File: config.mk
export PLATFORM = sky130hd
export DESIGN_NAME = ethernet_ip_udp_dns_header_parser_top
export DESIGN_NICKNAME = d
export VERILOG_FILES = /design/src/hdl/eiudp_pkg.sv /design/src/hdl/eiudp_out_fifo.sv /design/src/hdl/ethernet_ip_udp_dns_header_parser_top.sv
export SDC_FILE = /design/constraint.sdc
export NUM_CORES = 2
export LEC_CHECK = 0
export BUFFER_PORTS_ARGS = -buffer_cell sky130_fd_sc_hd__buf_4
export CORE_ASPECT_RATIO = 1.4
export CORE_MARGIN = 5
export CORE_UTILIZATION = 56
export DETAILED_ROUTE_END_ITERATION = 7
export GPL_ROUTABILITY_DRIVEN = 0
export GPL_TIMING_DRIVEN = 0
export PLACE_DENSITY = 0.77
export SLEW_MARGIN = 30
export SYNTH_ARGS = -nofsm -noshare
export SYNTH_HDL_FRONTEND = slang
export SYNTH_SLANG_ARGS = --single-unit
File: constraint.sdc
create_clock -name clk -period 13.59 [get_ports clk]
set_clock_uncertainty 0.15 [all_clocks]
set_input_delay 2.718 -clock clk [delete_from_list [all_inputs] [get_ports clk]]
set_output_delay 2.718 -clock clk [all_outputs]
set_load 0.05 [all_outputs]
File: src/hdl/eiudp_pkg.sv
// Shared types and constants for the header parser.
package eiudp_pkg;
  localparam int COUNT_BITS  = 16;
  localparam int NAME_LIMIT  = 253;
  localparam int LABEL_LIMIT = 128;

  localparam logic [15:0] ETH_IPV4 = 16'h0800;
  localparam logic [15:0] ETH_IPV6 = 16'h86DD;
  localparam logic [7:0]  PROTO_TCP = 8'd6;
  localparam logic [7:0]  PROTO_UDP = 8'd17;
  localparam logic [15:0] DNS_PORT_RESET = 16'd53;

  localparam logic [1:0] PH_IDLE   = 2'd0;
  localparam logic [1:0] PH_PARSE  = 2'd1;
  localparam logic [1:0] PH_ACCEPT = 2'd2;
  localparam logic [1:0] PH_REJECT = 2'd3;

  localparam logic [0:0] KIND_CHAR = 1'b0;
  localparam logic [0:0] KIND_SUM  = 1'b1;

  typedef struct packed {
    logic [7:0] frame_byte;
    logic       frame_end;
  } in_item_t;

  typedef struct packed {
    logic        kind;
    logic [7:0]  name_char;
    logic [1:0]  transport;
    logic [1:0]  addr_kind;
    logic [63:0] src_addr_hi;
    logic [63:0] src_addr_lo;
    logic [63:0] dst_addr_hi;
    logic [63:0] dst_addr_lo;
    logic [15:0] src_port_out;
    logic [15:0] dst_port_out;
    logic [1:0]  dns_state;
    logic [3:0]  dns_rcode;
  } out_item_t;
endpackage

File: src/hdl/eiudp_out_fifo.sv
// Small result queue that decouples the parser from the result channel.
module eiudp_out_fifo import eiudp_pkg::*; (
  input  logic      clk,
  input  logic      rst_n,
  input  logic      wr_en,
  input  out_item_t wr_data,
  output logic [2:0] count,
  output logic      out_valid,
  input  logic      out_ready,
  output out_item_t out_data
);
  out_item_t   mem_r [4];
  logic [1:0]  rd_r, wr_r;
  logic [2:0]  cnt_r;
  logic        pop;

  assign pop       = out_valid && out_ready;
  assign out_valid = cnt_r != 3'd0;
  assign out_data  = mem_r[rd_r];
  assign count     = cnt_r;

  always_ff @(posedge clk) begin
    if (wr_en) mem_r[wr_r] <= wr_data;
    if (!rst_n) begin
      rd_r <= '0; wr_r <= '0; cnt_r <= '0;
    end else begin
      if (wr_en) wr_r <= wr_r + 2'd1;
      if (pop) rd_r <= rd_r + 2'd1;
      cnt_r <= cnt_r + {2'd0, wr_en} - {2'd0, pop};
    end
  end
endmodule

File: src/hdl/ethernet_ip_udp_dns_header_parser_top.sv
// Top level: byte-serial Ethernet/IP/TCP/UDP header parser with DNS name extraction.
// Flow: an accepted request is registered in the staging register; its first result
//   is written from there into the result queue, from which it can be taken.
// Throughput: one byte per cycle while ready; ready drops while a staged final
//   byte yields a character and the summary, or the queue lacks room for two results.
// Reset (rst_n low, synchronous) clears all frame state, sets dns_port to 53
//   and empties the result queue.
module ethernet_ip_udp_dns_header_parser_top import eiudp_pkg::*; (
  input  logic      clk,
  input  logic      rst_n,
  input  logic      in_valid,
  output logic      in_ready,
  input  in_item_t  in_data,
  output logic      out_valid,
  input  logic      out_ready,
  output out_item_t out_data,
  input  logic      cfg_valid,
  output logic      cfg_ready,
  input  logic [15:0] cfg_data
);
  localparam logic [COUNT_BITS-1:0] CMAX = '1;

  logic [15:0] dns_port_r;
  logic [COUNT_BITS-1:0] cnt_r;
  logic [15:0] eth_r;
  logic [5:0]  ihl_r;
  logic [7:0]  proto_r;
  logic [63:0] src_hi_r, src_lo_r, dst_hi_r, dst_lo_r;
  logic [31:0] ports_r;
  logic [3:0]  rcode_r;
  logic [15:0] qd_r;
  logic [5:0]  left_r;
  logic [7:0]  nlen_r, labels_r;
  logic [1:0]  phase_r;

  // input staging register
  logic     st_v_r;
  in_item_t st_r;

  logic [2:0] fifo_cnt;
  logic       wr_a, wr_b;
  out_item_t  wa, wb, wr_data;
  logic       wr_en;

  assign cfg_ready = rst_n;

  always_ff @(posedge clk) begin
    if (!rst_n) dns_port_r <= DNS_PORT_RESET;
    else if (cfg_valid) dns_port_r <= cfg_data;
  end

  always_ff @(posedge clk) begin
    if (in_valid && in_ready) st_r <= in_data;
    if (!rst_n) st_v_r <= 1'b0;
    else st_v_r <= in_valid && in_ready;
  end

  // ---- per-byte logic on the staged request ----
  logic [7:0] b;
  logic [COUNT_BITS+1:0] idx, toff, k;
  logic tvalid, dns_match, allowed;
  assign b   = st_r.frame_byte;
  assign idx = {2'd0, cnt_r};
  assign dns_match = ports_r[31:16] == dns_port_r || ports_r[15:0] == dns_port_r;
  assign allowed = (b >= "a" && b <= "z") || (b >= "A" && b <= "Z") ||
                   (b >= "0" && b <= "9") || b == "-" || b == "_" || b == ".";

  always_comb begin
    tvalid = 1'b0; toff = '0;
    if (eth_r == ETH_IPV4 && ihl_r >= 6'd20) begin
      tvalid = 1'b1; toff = (COUNT_BITS+2)'(14) + {{(COUNT_BITS-4){1'b0}}, ihl_r};
    end else if (eth_r == ETH_IPV6) begin
      tvalid = 1'b1; toff = (COUNT_BITS+2)'(54);
    end
    k = idx - toff;
  end

  // next-state values
  logic [15:0] eth_n; logic [5:0] ihl_n; logic [7:0] proto_n;
  logic [63:0] shi_n, slo_n, dhi_n, dlo_n; logic [31:0] ports_n;
  logic [3:0] rc_n; logic [15:0] qd_n; logic [5:0] left_n;
  logic [7:0] nlen_n, lab_n; logic [1:0] ph_n; logic [7:0] ch;

  always_comb begin
    eth_n = eth_r; ihl_n = ihl_r; proto_n = proto_r;
    shi_n = src_hi_r; slo_n = src_lo_r; dhi_n = dst_hi_r; dlo_n = dst_lo_r;
    ports_n = ports_r; rc_n = rcode_r; qd_n = qd_r; left_n = left_r;
    nlen_n = nlen_r; lab_n = labels_r; ph_n = phase_r; wr_a = 1'b0; ch = b;
    if (idx == 18'(12)) eth_n = {b, 8'd0};
    else if (idx == 18'(13)) eth_n = {eth_r[15:8], b};
    else if (idx >= 18'(14)) begin
      if (eth_r == ETH_IPV4) begin
        if (idx == 18'(14)) ihl_n = {b[3:0], 2'b00};
        else if (idx == 18'(23)) proto_n = b;
        else if (idx >= 18'(26) && idx <= 18'(29)) slo_n = {src_lo_r[55:0], b};
        else if (idx >= 18'(30) && idx <= 18'(33)) dlo_n = {dst_lo_r[55:0], b};
      end else if (eth_r == ETH_IPV6) begin
        if (idx == 18'(20)) proto_n = b;
        else if (idx >= 18'(22) && idx <= 18'(29)) shi_n = {src_hi_r[55:0], b};
        else if (idx >= 18'(30) && idx <= 18'(37)) slo_n = {src_lo_r[55:0], b};
        else if (idx >= 18'(38) && idx <= 18'(45)) dhi_n = {dst_hi_r[55:0], b};
        else if (idx >= 18'(46) && idx <= 18'(53)) dlo_n = {dst_lo_r[55:0], b};
      end
      if (tvalid && idx >= toff) begin
        if (k <= 18'(3)) ports_n = {ports_r[23:0], b};
        else if (k == 18'(11)) rc_n = b[3:0];
        else if (k == 18'(12) || k == 18'(13)) qd_n = {qd_r[7:0], b};
        else if (k == 18'(20) && phase_r == PH_IDLE && proto_r == PROTO_UDP &&
                 dns_match && qd_r != 16'd0) ph_n = PH_PARSE;
      end
    end
    // name parsing
    if (ph_n == PH_PARSE) begin
      if (left_r == 6'd0) begin
        if (labels_r >= 8'(LABEL_LIMIT)) ph_n = PH_REJECT;
        else if (b == 8'd0) ph_n = PH_ACCEPT;
        else if (b[7:6] != 2'b00) ph_n = PH_REJECT;
        else if (labels_r != 8'd0 && {1'b0, nlen_r} + 9'd1 >= 9'(NAME_LIMIT)) ph_n = PH_REJECT;
        else begin
          if (labels_r != 8'd0) begin
            wr_a = 1'b1; ch = "."; nlen_n = nlen_r + 8'd1;
          end
          left_n = b[5:0];
        end
      end else begin
        if (!allowed || {1'b0, nlen_r} + 9'd1 >= 9'(NAME_LIMIT)) ph_n = PH_REJECT;
        else begin
          wr_a = 1'b1; nlen_n = nlen_r + 8'd1; left_n = left_r - 6'd1;
          if (left_r == 6'd1) lab_n = labels_r + 8'd1;
        end
      end
    end
    wr_a = wr_a && st_v_r;
  end

  // frame summary, built from the state after this byte
  logic [COUNT_BITS+1:0] len, tsum;
  logic [1:0] tr, ak, ds;
  logic [3:0] rc;
  always_comb begin
    len = {2'd0, (cnt_r < CMAX) ? cnt_r + COUNT_BITS'(1) : cnt_r};
    tr = 2'd0; ak = 2'd0; ds = 2'd0; rc = 4'd0; tsum = '0;
    if (len >= 18'(14)) begin
      if (eth_n == ETH_IPV4) begin
        if (len >= 18'(34) && ihl_n >= 6'd20 &&
            len >= 18'(14) + {12'd0, ihl_n}) begin
          ak = 2'd1;
          if (proto_n == PROTO_TCP || proto_n == PROTO_UDP) begin
            tr = (proto_n == PROTO_TCP) ? 2'd1 : 2'd2;
            tsum = 18'(14) + {12'd0, ihl_n};
          end
        end
      end else if (eth_n == ETH_IPV6) begin
        if (len >= 18'(54) && (proto_n == PROTO_TCP || proto_n == PROTO_UDP)) begin
          ak = 2'd2; tr = (proto_n == PROTO_TCP) ? 2'd1 : 2'd2; tsum = 18'(54);
        end
      end
    end
    if (tr == 2'd1 && len < tsum + 18'(20)) tr = 2'd0;
    if (tr == 2'd2 && len < tsum + 18'(8)) tr = 2'd0;
    if (tr == 2'd2 && (ports_n[31:16] == dns_port_r || ports_n[15:0] == dns_port_r) &&
        len >= tsum + 18'(20)) begin
      rc = rc_n;
      if (qd_n == 16'd0) ds = 2'd1;
      else ds = (ph_n == PH_ACCEPT) ? 2'd2 : 2'd3;
    end
    wb = '0;
    wb.kind = KIND_SUM;
    wb.transport = tr; wb.addr_kind = ak;
    if (ak != 2'd0) begin
      wb.src_addr_hi = shi_n; wb.src_addr_lo = slo_n;
      wb.dst_addr_hi = dhi_n; wb.dst_addr_lo = dlo_n;
    end
    if (tr != 2'd0) begin
      wb.src_port_out = ports_n[31:16]; wb.dst_port_out = ports_n[15:0];
    end
    wb.dns_state = ds; wb.dns_rcode = rc;
    wa = '0; wa.kind = KIND_CHAR; wa.name_char = ch;
  end

  assign wr_b = st_v_r && st_r.frame_end;

  // Hold the summary in a register when a character goes in the same cycle; the held summary is written first.
  logic      pend_r;
  out_item_t pend_d_r;
  always_comb begin
    wr_en = 1'b0; wr_data = wa;
    if (pend_r) begin wr_en = 1'b1; wr_data = pend_d_r; end
    else if (wr_a) begin wr_en = 1'b1; wr_data = wa; end
    else if (wr_b) begin wr_en = 1'b1; wr_data = wb; end
  end

  always_ff @(posedge clk) begin
    if (wr_a && wr_b) pend_d_r <= wb;
    if (!rst_n) pend_r <= 1'b0;
    else pend_r <= wr_a && wr_b;
  end

  // Take a new request only if the queue still has room for its two results after
  // the writes already owed by the staged request and the held summary.
  // Hold off while the staged request needs both queue writes.
  assign in_ready = rst_n && !(wr_a && wr_b) &&
                    ({1'b0, fifo_cnt} + {3'd0, wr_a} + {3'd0, wr_b} + {3'd0, pend_r})
                    <= 4'd2;

  // advance frame state
  always_ff @(posedge clk) begin
    if (!rst_n || wr_b) begin
      cnt_r <= '0; eth_r <= '0; ihl_r <= '0; proto_r <= '0;
      src_hi_r <= '0; src_lo_r <= '0; dst_hi_r <= '0; dst_lo_r <= '0;
      ports_r <= '0; rcode_r <= '0; qd_r <= '0; left_r <= '0;
      nlen_r <= '0; labels_r <= '0; phase_r <= PH_IDLE;
    end else if (st_v_r) begin
      cnt_r <= len[COUNT_BITS-1:0];
      eth_r <= eth_n; ihl_r <= ihl_n; proto_r <= proto_n;
      src_hi_r <= shi_n; src_lo_r <= slo_n; dst_hi_r <= dhi_n; dst_lo_r <= dlo_n;
      ports_r <= ports_n; rcode_r <= rc_n; qd_r <= qd_n; left_r <= left_n;
      nlen_r <= nlen_n; labels_r <= lab_n; phase_r <= ph_n;
    end
  end

  eiudp_out_fifo u_fifo (
    .clk, .rst_n, .wr_en, .wr_data, .count(fifo_cnt),
    .out_valid, .out_ready, .out_data
  );
endmodule

# After elaboration in Yosys (flattened, before gate mapping)
# Memory sizes are Yosys's and may differ from the RTL's. A register that Yosys moved wholly into a read port is not among the register bits.
# Cells that the tools add are included.
# op_classes
add_sub_neg	17
bitwise_logic	2
n_eq_ne	35
n_reduce_logical	57
order_cmp	32
mux	158
# op_table
cell	count
64-bit 2-to-1 mux	41
307-bit 2-to-1 mux	3
256-bit 2-to-1 mux	1
32-bit 2-to-1 mux	6
8-bit 2-to-1 mux	23
16-bit 2-to-1 mux	9
6-bit 2-to-1 mux	14
16-bit == test	4
16-bit by 6-bit greater-or-equal comparator with 1-bit output (second input constant)	4
16-bit by 6-bit less-or-equal comparator with 1-bit output (second input constant)	4
2-bit 2-to-1 mux	32
18-bit by 4-bit == test with 1-bit output (second input constant)	3
16-bit by 18-bit greater-or-equal comparator with 1-bit output	3
16-bit by 4-bit == test with 1-bit output (second input constant)	3
16-bit by 5-bit greater-or-equal comparator with 1-bit output (second input constant)	3
16-bit by 18-bit less-than comparator with 1-bit output	2
18-bit 2-to-1 mux	2
16-bit by 12-bit == test with 1-bit output (second input constant)	2
16-bit == test (second input constant)	2
16-bit by 5-bit == test with 1-bit output (second input constant)	2
16-bit by 4-bit greater-or-equal comparator with 1-bit output (second input constant)	2
1-bit logical AND	30
4-bit 2-to-1 mux	7
7-bit 2-to-1 mux	3
other kinds (49)	96
# word_totals
output_inout_bits	310
wordCells	335
memories	1
in_bits	30
mem_bits_rw	1228
reg_bits	710
# mem_list
name	depth	width	rd	rd_clocked_by_memory_dff	wr	line	source
u_fifo.mem_r	4	307	1	1	1	eiudp_out_fifo.sv:12	out_item_t mem_r [4];

# Longest topological paths before layout
# depth
depth_word	30
mapped_depth	37
mapped_depth_nobuf	33

# Modules after synthesis
# Synthesis repeated with hierarchy kept, for this count alone.
# hier_totals
hier_cells	5718
area_unflattened_um2	79890.4
# by_module_without_submodules
mod	area_each_um2	instances	seq_area_each_um2	cells_each
eiudp_out_fifo	44756.7	1	37055.5	1647
ethernet_ip_udp_dns_header_parser_top	35133.7	1	17146.4	4071

# Worst setup path after synthesis
# OpenSTA, ideal clock, no wires.
# synth_path
path_type	register -> output
start	register eth_r[0]
end	output port in_ready
stages_incl_launch_ff	19
path_buffers	2
arrival_ns	11.827
required_time_ns	10.722
setup_slack_ns	-1.105
cell_sequence	dfxtp_1 nor4_1 nand2_1 nor2_1 nand2_1 o21ai_0 inv_1 ha_1 nor2b_1 o31ai_1 o2111ai_1 a221o_1 or4b_4 o41a_1 buf_2 nor3_2 buf_1 ha_1 and4b_1
# synth_between
elab_chain_cells	25
elab_cells_between_ends	39
classes_between	add/sub (4); order compare (3); eq/ne (7); mux (13); reduce/logical (12)
# synth_rtl
item	line	source
from (decl)	ethernet_ip_udp_dns_header_parser_top.sv:25	logic [15:0] eth_r;
from (signal assigned)	ethernet_ip_udp_dns_header_parser_top.sv:215	eth_r <= eth_n; ihl_r <= ihl_n; proto_r <= proto_n;
16-bit == test / 16-bit by 12-bit == test with 1-bit output (equally long branches)	ethernet_ip_udp_dns_header_parser_top.sv:72, ethernet_ip_udp_dns_header_parser_top.sv:70	
6-bit 2-to-1 mux / 1-bit logical AND (equally long branches)	ethernet_ip_udp_dns_header_parser_top.sv:72, ethernet_ip_udp_dns_header_parser_top.sv:70	
7-bit 2-to-1 mux	ethernet_ip_udp_dns_header_parser_top.sv:70	if (eth_r == ETH_IPV4 && ihl_r >= 6'd20) begin
16-bit by 18-bit subtractor with 18-bit output	ethernet_ip_udp_dns_header_parser_top.sv:75	k = idx - toff;
18-bit by 5-bit == test with 1-bit output	ethernet_ip_udp_dns_header_parser_top.sv:108	else if (k == 18'(20) && phase_r == PH_IDLE && proto_r == PROTO_UDP &&
1-bit logical AND (3 in series)	ethernet_ip_udp_dns_header_parser_top.sv:108	
1-bit logical AND	ethernet_ip_udp_dns_header_parser_top.sv:109	dns_match && qd_r != 16'd0) ph_n = PH_PARSE;
2-bit 2-to-1 mux	ethernet_ip_udp_dns_header_parser_top.sv:108	
[6 not listed]	n/a	
2-bit 2-to-1 mux (*)	ethernet_ip_udp_dns_header_parser_top.sv:89	if (idx == 18'(12)) eth_n = {b, 8'd0};
2-bit by 1-bit == test with 1-bit output (*)	ethernet_ip_udp_dns_header_parser_top.sv:113	if (ph_n == PH_PARSE) begin
1-bit 2-to-1 mux (*)	ethernet_ip_udp_dns_header_parser_top.sv:113	
1-bit logical AND (*)	ethernet_ip_udp_dns_header_parser_top.sv:133	wr_a = wr_a && st_v_r;
3-bit by 1-bit adder with 4-bit output	ethernet_ip_udp_dns_header_parser_top.sv:203	({1'b0, fifo_cnt} + {3'd0, wr_a} + {3'd0, wr_b} + {3'd0, pend_r})
4-bit by 1-bit adder with 4-bit output (2 in series)	ethernet_ip_udp_dns_header_parser_top.sv:203	
4-bit by 2-bit less-or-equal comparator with 1-bit output (implied by the code)	ethernet_ip_udp_dns_header_parser_top.sv:203	
1-bit logical AND (*)	ethernet_ip_udp_dns_header_parser_top.sv:202	assign in_ready = rst_n && !(wr_a && wr_b) &&
to (decl)	ethernet_ip_udp_dns_header_parser_top.sv:12	output logic in_ready,
# Mark *: on every way between the ends. The rest lies on a longest branch, timed or not.

# Worst setup path after layout
# Ends and elaborated chain as after synthesis.

==> out/summary.txt <==
outcome - finished, final reports clean
Post-Syn Instances - 5711
leak pwr - 27.7 nW
setup bufs post-CTS - 0
worst hold path stage count - 2
critical path's slowest cell - nor4_1
RSZ-0062 raised after global routing - false
CTS max path bufs - 3
DP HPWL - 132 mm
critical path depth in cells - 24
Main synth FF type - edfxtp_1
cell taking the most area after synthesis - edfxtp_1
first-pass GRT wire length - 293 mm
mapped cell area - 79700 µm²
Arr. time, crit path - 7.88 ns
most frequent cells after synthesis - 1535 x edfxtp_1, 926 x nand2_1, 464 x nor2_1, 405 x dfxtp_1, 356 x a21oi_1
io pins - 340
Num Clock Sinks - 1940
drt initial violations - 4914
Max IR drop VDD - 0.000141 V
power density cells - 160 nW/µm²
Residual DRC - 0
GR Util All Layers - 25.5%
EDFF count, synth - 1535
most numerous cell in the Yosys netlist - edfxtp_1
net count after synthesis - 5800
setup violators final - 0
Worst R2R Path Depth - 36
Pint - 10.3 mW
fill count - 9934
vias - 49300
initial core utilization - 56.4%
largest net degree at the start of global routing - 46
DR vias/cell - 5.92
Worst EP required - 10.72 ns
buffer and inverter count on the worst path - 6
CP Max Fanout - 10
Synth area leaders - edfxtp_1 58%, dfxtp_1 10%, mux4_2 8.7%, nand2_1 4.4%, mux2i_1 4.3%
critical path class - reg -> out
Max Slew Vio Count - 0
Gate power share - 22.0%
Yosys reg bits - 1940
Reg power frac - 44.1%
Tmin final - 10.75 ns
Die Y - 456 µm
die area - 150000 µm²
r2r setup slk - 3.07 ns
# hold bufs at CTS - 0
PortBufs - 337
Largest stage delay, worst path - 0.56 ns
Critical Path Start Type - flip-flop
wire length per cell - 23.3 µm
final antenna-violating net count - 0
Post-CTS Resized - 0
wirelength, routed - 194 mm
sequential-to-total area share from yosys stat - 68.0%
Slew @ Worst Pin - 1.03 ns
crit-path most repeated cell - inv_1
library cells used by synthesis - 84
Slew HR - 30.8%
TritonCTS buffer count - 175
num rows - 163
final hold viol count - 0
nets - 6357
CTS root buf - clkbuf_16
area share of the largest cell type after synthesis - 57.9%
switching part of the total - 29.8%
cell family with most CP delay - simple AND/OR/NAND/NOR gates
DRT Pass-1 Iters - 8
worst skew pair latency - 0.85 ns
Clk pwr share - 33.8%
max_cap viols - 0
Tot Pwr - 14.6 mW
Die W - 329 µm
Setup TNS Final - 0 ns
CP Cell Sequence - nor4_1, nand2_1, nor2_1, nand2_1, o21ai_0, inv_1, ha_1, nor2b_1, o31ai_1, o2111ai_1, a221o_1, or4b_4, o41a_1, buf_2, nor3_2, buf_1, inv_1, fa_1, inv_1, ha_1, fa_1, o21ai_0, and4b_1, buf_4
area grow syn2layout - 14.8%
mean post-synth cell area - 13.9 µm²
fin crit share - 79.1%
P_sw - 4.37 mW
share of cells above drive strength 1 - 16.9%
clk slew on worst S/H paths - 0.06 ns
FFs w/ async S/R, synth - 0%
grt total ovfl - 0
H-Tree Depth - 4
Syn. warnings - 0
initial antenna violation count - 6
number of global-route vias before repair - 49400
highest clock rate - 93.0 MHz
HP Class - reg -> reg
core area - 141000 µm²
CTS tree - done
Crit. End Element - output pin
-- flip-flops by register name, summed over array words and instances (netlist names), 6 cells and up, named ones only --
name,cells
u_fifo.mem_r,1228
ports_r,32
src_lo_r,64
src_hi_r,64
nlen_r,8
cnt_r,16
dst_lo_r,64
ihl_r,6
dst_hi_r,64
dns_port_r,16
left_r,6
proto_r,8
pend_d_r,298
b,8
qd_r,16
labels_r,8
eth_r,16
-- cell usage in the layout (no fill, tap or decap), drive strengths merged, types with 6 or more instances in the layout --
cell type / count
edfxtp: 1535
nor2: 464
nand4: 33
or2: 10
nor4b: 7
nor4: 35
mux2i: 344
a21o: 14
mux4: 307
nand2: 926
or4: 17
a31oi: 8
o21a: 10
clkbuf: 517
dfxtp: 405
o21ai: 326
and2: 27
o211ai: 12
o2111ai: 6
nand3: 35
xor2: 61
a211oi: 12
ha: 55
xnor2: 39
and3: 17
nor2b: 26
nor3: 40
nand2b: 15
bufinv: 16
or3: 13
o22ai: 16
buf: 481
inv: 78
a21oi: 356
o31ai: 7
clkinv: 69
clkinvlp: 10
-- power by group through the flow --
stage	Sequential [mW]	Combinational, mW	Clock [mW]
floorplan	6.61	2.28	0
global placement	6.64	3.23	0
detailed placement	6.59	3.26	0
CTS	6.47	3.28	5.02
global route	6.47	3.38	5.28
finish	6.47	3.23	4.96
-- per-stage QoR --
stage,setup slack (ns),instances,cell area (µm²),util (%),hold slack (ns)
2_1_floorplan,1.04,5711,79700,-,0.281
3_3_place_gp,-5.49,7945,84600,59.9,0.287
6_report,2.84,8318,91400,64.8,0.303
3_5_place_dp,3.33,7988,85600,60.6,0.295
4_1_cts,2.91,8316,91400,64.8,0.304
5_1_grt,2.30,8317,91400,64.8,0.321
-- cells by family after synthesis --
family          after synthesis  share of synthesized area (%)
compound gates              807                           5.52
xor+xnor                    100                           1.10
fa+ha+maj                    59                          0.964
buf+inv                     463                           2.30
flops                      1940                           68.0
mux                         654                           13.0
simple gates               1688                           9.01
-- cell type report --
cell class	instances	area [µm²]	share of cell area (%)
clock inverter	103	1110	1.22
multi-input combinational	3308	23700	25.9
buffer	393	1620	1.78
clock buffer	225	4680	5.12
sequential	1940	54200	59.3
tap	1897	2370	2.60
timing repair buffer	380	3490	3.82
inverter	70	263	0.287
antenna	2	5.00	0.00547
-- worst reg2reg max path: cells and delay by family (launching register included) --
kind | cells | cell delay (ns)
compound gates | 12 | 3.32
xor+xnor | 1 | 0.46
fa+ha+maj | 5 | 1.40
buf+inv | 7 | 1.88
flops | 1 | 0.41
simple gates | 11 | 2.58
-- worst paths after layout --
kind	end	start
min reg2reg	dst_lo_r[62]$_SDFFE_PP0P_	dst_lo_r[62]$_SDFFE_PP0P_
min	dst_lo_r[62]$_SDFFE_PP0P_	dst_lo_r[62]$_SDFFE_PP0P_
max	in_ready	eth_r[0]$_SDFFE_PP0P_
max reg2reg	u_fifo.mem_r[2][2]$_DFFE_PP_	cnt_r[1]$_SDFFE_PP0P_
-- metal layers --
metal,vias to the layer above,routed length [µm],GRT usage (%)
met5,-,27,0
met4,4,9040,11.4
met3,466,12100,3.80
met2,1927,99100,44.2
met1,24600,73500,31.9
li1,22200,-,-
No activity file was read; power rests on OpenSTA's default activity.
